$ cat src/sv/imm_pkg.sv
// Shared types and codes for the integer matrix multiply unit.
package imm_pkg;

  localparam int DATA_W  = 32;
  localparam int COORD_W = 3;
  localparam int DIM_W   = 4;

  // action codes
  localparam logic [1:0] ACT_LOAD_A  = 2'd0;
  localparam logic [1:0] ACT_LOAD_B  = 2'd1;
  localparam logic [1:0] ACT_COMPUTE = 2'd2;

  // configuration register indexes
  localparam logic [1:0] REG_ROWS_A    = 2'd0;
  localparam logic [1:0] REG_INNER_DIM = 2'd1;
  localparam logic [1:0] REG_COLS_B    = 2'd2;

  // one A element traveling down the cell chain
  typedef struct packed {
    logic               vld;
    logic               first;
    logic [COORD_W-1:0] k;
    logic [DATA_W-1:0]  a;
  } tok_t;

  // B element write broadcast to all cells
  typedef struct packed {
    logic               we;
    logic [COORD_W-1:0] row;
    logic [COORD_W-1:0] col;
    logic [DATA_W-1:0]  data;
  } bwr_t;

endpackage

$ cat src/sv/imm_cell.sv
// One column cell: holds a column of B, multiplies passing A elements, accumulates.
module imm_cell #(
  parameter int MAX_DIM = 8,
  parameter int COL     = 0
) (
  input  logic                       clk,
  input  logic                       rst_n,
  input  imm_pkg::tok_t              tok_in,
  output imm_pkg::tok_t              tok_out,
  input  imm_pkg::bwr_t              bwr,
  input  logic                       capture,
  input  logic                       shift,
  input  logic [imm_pkg::DATA_W-1:0] shift_in,
  output logic [imm_pkg::DATA_W-1:0] shift_out
);
  import imm_pkg::*;

  localparam int KW = $clog2(MAX_DIM);

  logic [DATA_W-1:0] bmem [MAX_DIM];
  tok_t              tok_r;
  logic [DATA_W-1:0] b_r;
  logic [DATA_W-1:0] prod_r;
  logic              pvld_r;
  logic              pfirst_r;
  logic [DATA_W-1:0] acc_r;
  logic [DATA_W-1:0] out_r;

  // write own column of B, read it for the arriving token
  always_ff @(posedge clk) begin
    if (bwr.we && int'(bwr.col) == COL) begin
      bmem[KW'(bwr.row)] <= bwr.data;
    end
    b_r <= bmem[KW'(tok_in.k)];
  end

  // register the token, then hand it on
  always_ff @(posedge clk) begin
    if (!rst_n) begin
      tok_r  <= '0;
      pvld_r <= 1'b0;
    end else begin
      tok_r  <= tok_in;
      pvld_r <= tok_r.vld;
    end
  end

  // multiply, then accumulate
  always_ff @(posedge clk) begin
    prod_r   <= tok_r.a * b_r;
    pfirst_r <= tok_r.first;
    if (pvld_r) begin
      acc_r <= pfirst_r ? prod_r : acc_r + prod_r;
    end
  end

  // result shift line toward cell zero
  always_ff @(posedge clk) begin
    if (capture) begin
      out_r <= acc_r;
    end else if (shift) begin
      out_r <= shift_in;
    end
  end

  assign tok_out   = tok_r;
  assign shift_out = out_r;

endmodule

$ cat config.mk
export PLATFORM = sky130hd
export DESIGN_NAME = imm_cell
export DESIGN_NICKNAME = d
export VERILOG_FILES = /design/src/sv/imm_pkg.sv /design/src/sv/imm_cell.sv
export SDC_FILE = /design/constraint.sdc
export NUM_CORES = 2
export LEC_CHECK = 0
export ABC_CLOCK_PERIOD_IN_PS = 8300
export BUFFER_PORTS_ARGS = -buffer_cell sky130_fd_sc_hd__buf_2
export CORE_UTILIZATION = 49
export DETAILED_ROUTE_END_ITERATION = 7
export PLACE_DENSITY = 0.66
export SLEW_MARGIN = 20
export SYNTH_ARGS = -nofsm -noshare
export SYNTH_HDL_FRONTEND = slang
export SYNTH_SLANG_ARGS = --single-unit
$ cat constraint.sdc
create_clock -name clk -period 8.3 [get_ports clk]
set_clock_uncertainty 0.1 [all_clocks]
set_input_delay 1.66 -clock clk [delete_from_list [all_inputs] [get_ports clk]]
set_output_delay 1.66 -clock clk [all_outputs]
set_load 0.1 [all_outputs]
After elaboration in Yosys (flattened, before gate mapping)
Memories as Yosys holds them, arrays and structs flattened. A register that Yosys moved wholly into a read port is not among the register bits.
Cells that the tools add are included.
- flip-flop bits (word level): 135
- output and inout bits: 69
- word-level logic and storage cells: 20
- memories: 1
- bits of input ports: 112
- RAM bits: 256
- muxes and demuxes: 5
- $add $sub $neg: 1
- multiply operators: 1
- reductions and logical operators: 3
- memories (name ; words ; width ; rd ports ; clocked after memory_dff ; wr ports ; RTL line ; source):
    bmem ; 8 ; 32 ; 1 ; 1 ; 1 ; imm_cell.sv:20 ; logic [DATA_W-1:0] bmem [MAX_DIM];
- operator list (operator ; number):
    $mux 32 ; 3
    $add 32x32->32 ; 1
    $mul 32x32->32 ; 1
    $logic_not 3->1 ; 1
    $mux 1 ; 2
    $reduce_bool 2->1 ; 1
    $logic_and 1x1->1 ; 1

Depth between registers and ports, before layout
- word-level depth: 4
- gate-level depth with buffers: 26
- depth with buffers taken out: 24

Least setup slack after synthesis
OpenSTA, ideal clock, no wires.
- kind: reg2reg
- start: reg tok_r (netlist bit tok_out[13])
- end: reg prod_r[31]
- arrival time: 7.361 ns
- stages on the path, launching flop included: 25
- setup slack: 0.767 ns
- setup time: 0.072 ns
- period minus slack after synthesis: 7.533 ns
- data required time: 8.128 ns
- buffers on the path: 2
- path through: dfxtp_1 clkbuf_1 clkbuf_1 nand2_1 fa_1 inv_1 fa_1 inv_1 fa_1 inv_1 fa_1 inv_1 fa_1 inv_1 fa_1 fa_1 fa_1 ha_1 a21boi_0 a311oi_1 o21ai_0 a2111oi_0 o21bai_1 a21oi_1 xnor2_1
- cells in the longest elaborated chain, start to end: 1
- ends and longest elaborated chain (element ; RTL line ; source):
    from (decl) ; imm_cell.sv:21 ; tok_t tok_r;
    from (signal assigned) ; imm_cell.sv:43 ; tok_r <= tok_in;
    $mul 32x32->32 ; imm_cell.sv:50 ; prod_r <= tok_r.a * b_r;
    to (signal assigned) ; imm_cell.sv:50 ;
    to (decl) ; imm_cell.sv:23 ; logic [DATA_W-1:0] prod_r;
Every way passes these cells.
A chain may end at the register's enable or synchronous reset.

Final worst setup path
- start: reg b_r[9], read port of bmem
- end: reg prod_r[31]
- cells in the longest elaborated chain, start to end: 1
- ends and longest elaborated chain (element ; RTL line ; source):
    from (decl) ; imm_cell.sv:22 ; logic [DATA_W-1:0] b_r;
    $mul 32x32->32 ; imm_cell.sv:50 ;
Every way passes these cells.

==> flow_summary.toml <==
[timing]
period_share_pct = 91.4
min_period_ps = 7580
finalHoldWorstSlack_ps = 242
worstMarginPinSlew_ps = 1160
setup_viol = 0
rsz0062_at_grt = "false"
maxSlewViolCount = 0
setup_slack_ps = 716
slew_headroom_pct = 22.4
max_freq_ghz = 0.132
fin_tns_setup_ps = 0
finalHoldViolCount = 0

[yosys]
ys_types = 57
yosys.area.top_type = "edfxtp_1"
ys_seq_elements = 423
ys.flop_type = "edfxtp_1"
yosys.cell_count.top_type = "fa_1"
yosys-top-cells-area = "edfxtp_1 30%, fa_1 26%, dfxtp_1 6.5%"
synth_edf_count = 320
synth_top_cells_by_count = "409 x fa_1, 404 x inv_1, 320 x edfxtp_1, 313 x nand2_1, 310 x and2_1"
syn_nets = 3332
syn_area_um2 = 31800
synthArstFlopShare_pct = 0
synth_seq_area_share_pct = 36.8
synth_top_area_share_pct = 30.3
syn_inst = 2657
yosysWarningCount = 0
syn_area_per_cell_um2 = 12.0

[min_path]
min_to = "pfirst_r"
hp-class = "reg -> reg"
min_path_cells = 0
min_from = "tok_out[35]"

[clock_tree]
clock_sinks = 423
cts_buffer_depth = 3
cts-resized-gates = 0
cts_made_buffers = 45
htreeDepth = 2
ctsHoldBuffers = 0
path_clk_slew_ps = 60
clk_latency_ps = 590
clockRootBuffer = "clkbuf_16"
postCtsSetupRepairBufs = 0
cts_tree = "built"

[floorplan]
fp.dieH_um = 257
core_area_um2 = 63500
die_w_um = 257
initial_utilization_pct = 50.0
dieArea_um2 = 65800
io_pins = 181
num_rows = 92

[critical_path]
critPathLaunchType = "register"
cp-end-kind = "register"
reg2reg_from = "b_r[9]"
r2r_setup_slack_ps = 720
worstPathRequired_ps = 8660
crit_start = "b_r[9]"
path_max_fanout = 23
r2r_end = "prod_r[31]"
crit_type = "reg -> reg"
worst_ep_arrival_time_ps = 7950
r2r_cells = 23

[finish]
utilization_pct = 55.3
fill_cells = 5380
fin_cells = 3688
multi_input_area_um2 = 18200
ff_latch_area_um2 = 11700
syn2layout_area_growth_pct = 10.6
finalInstanceArea_um2 = 35100
layout.nets = 3480
drive_gt1_share_pct = 15.6

[place]
dp_cells = 3604
dp_slack_ps = 688
port-buffer-count = 180
place_area_um2 = 33700
gp_congestion = 0.874
dp_hpwl_um = 56800

[grt]
overflow = 0
grt.total_usage_pct = 23.4
grt_max_degree = 66
antenna_found_initial = 7
grt_pass1_wl_um = 119000
grt_pass1_vias = 21232

[route]
avgRoutedWirePerCell_um = 20.4
drc = 0
viasPerCell = 5.33
num_vias = 19641
drt_iter0_drc = 1356
ant_nets = 0
drt_first_pass_iters = 5
wirelength_um = 75200

[pwr]
p_leak_nw = 14.8
total_power_mw = 13.7
ir_drop_uv = 539
powerDensity_nw_per_um2 = 391

[run]
timing.max_cap.violations = 0

[run_status]
status = "complete, no violations"
-- sequential cells by signal, summed over array words and instances (netlist names) --
register,count
b_r,32
prod_r,32
bmem,256
shift_out,32
tok_out,37
acc_r,32
pvld_r,1
pfirst_r,1
-- metal layers --
layer / part of all wire (%) / up-vias / track usage (%)
li1: - / 8878 / -
met1: 43 / 10048 / 31.2
met2: 49 / 584 / 39.3
met3: 5.9 / 123 / 3.83
met4: 2.6 / 8 / 7.04
met5: 0.053 / - / 0
-- cell families (layout without fill, tap and decap cells) --
logic type | count (synthesis) | count (layout) | share of synthesized area (%)
simple gates | 712 | 712 | 11.3
fa+ha+maj | 563 | 563 | 31.8
buf+inv | 527 | 709 | 6.23
flops | 423 | 423 | 36.8
compound gates | 192 | 192 | 3.94
mux | 133 | 133 | 6.98
xor+xnor | 107 | 107 | 2.95
other cells | 0 | 3 | 0
-- worst max-delay path by stage --
stage          slack, ps    endpoint  cells after the start
2_1_floorplan        770  prod_r[31]                     24
3_3_place_gp         800  prod_r[31]                     22
3_5_place_dp         690  prod_r[31]                     22
4_1_cts              710  prod_r[31]                     22
5_1_grt              430  prod_r[31]                     23
6_report             720  prod_r[31]                     23
-- power by group --
part / leakage (nW) / switching, mW / total, mW / internal, mW
logic: 10.3 / 5.16 / 8.98 / 3.81
registers: 3.79 / 0.187 / 2.78 / 2.59
clock network: 0.706 / 0.841 / 1.99 / 1.15
-- final cells by class --
class / count / area share [%]
multi-input cells: 1707 / 51.7
flip-flops and latches: 423 / 33.2
inverters: 404 / 4.32
repair buffers: 224 / 3.55
clock buffers: 59 / 3.50
well taps: 846 / 3.01
clock inverters: 22 / 0.627
diodes: 3 / 0.0214
-- critical path, cell delays in order (launching register included) --
cell       delay [ps]
dfxtp_1           970
nand2_1           200
fa_1              460
inv_1              80
fa_1              430
fa_1              510
inv_1              40
fa_1              480
inv_1              70
fa_1              500
inv_1              50
fa_1              530
inv_1              50
fa_1              500
fa_1              440
ha_1              370
a21oi_1           160
o21ai_0           140
a311oi_1          390
o21ai_0           200
a2111oi_0         400
o21bai_1          130
a21oi_1           190
xnor2_1            80
-- cell usage in the layout (no fill, tap or decap), drive strengths merged, types with 3 or more instances in the layout --
| cell type | synthesis | final |
|---|---|---|
| clkbuf | 117 | 59 |
| edfxtp | 320 | 320 |
| diode | 0 | 3 |
| o31a | 3 | 3 |
| a21oi | 53 | 53 |
| nor3 | 10 | 10 |
| a21boi | 4 | 4 |
| clkinvlp | 0 | 3 |
| a211o | 5 | 5 |
| and2 | 310 | 310 |
| o21ai | 45 | 45 |
| o21a | 7 | 7 |
| a2111oi | 3 | 3 |
| or2 | 3 | 3 |
| inv | 404 | 407 |
| mux4 | 64 | 64 |
| a21o | 26 | 26 |
| buf | 6 | 224 |
| a31oi | 4 | 4 |
| a211oi | 9 | 9 |
| ha | 154 | 154 |
| xnor2 | 76 | 76 |
| dfxtp | 103 | 103 |
| fa | 409 | 409 |
| o21bai | 8 | 8 |
| nand3 | 12 | 12 |
| nor2b | 8 | 8 |
| o31ai | 6 | 6 |
| bufinv | 0 | 3 |
| nor2 | 27 | 27 |
| clkinv | 0 | 13 |
| o22ai | 3 | 3 |
| nand2b | 8 | 8 |
| and3 | 9 | 9 |
| nand2 | 313 | 313 |
| nor4b | 3 | 3 |
| xor2 | 31 | 31 |
| a311oi | 3 | 3 |
| mux2 | 67 | 67 |
Power figures use the tool's default switching activity.
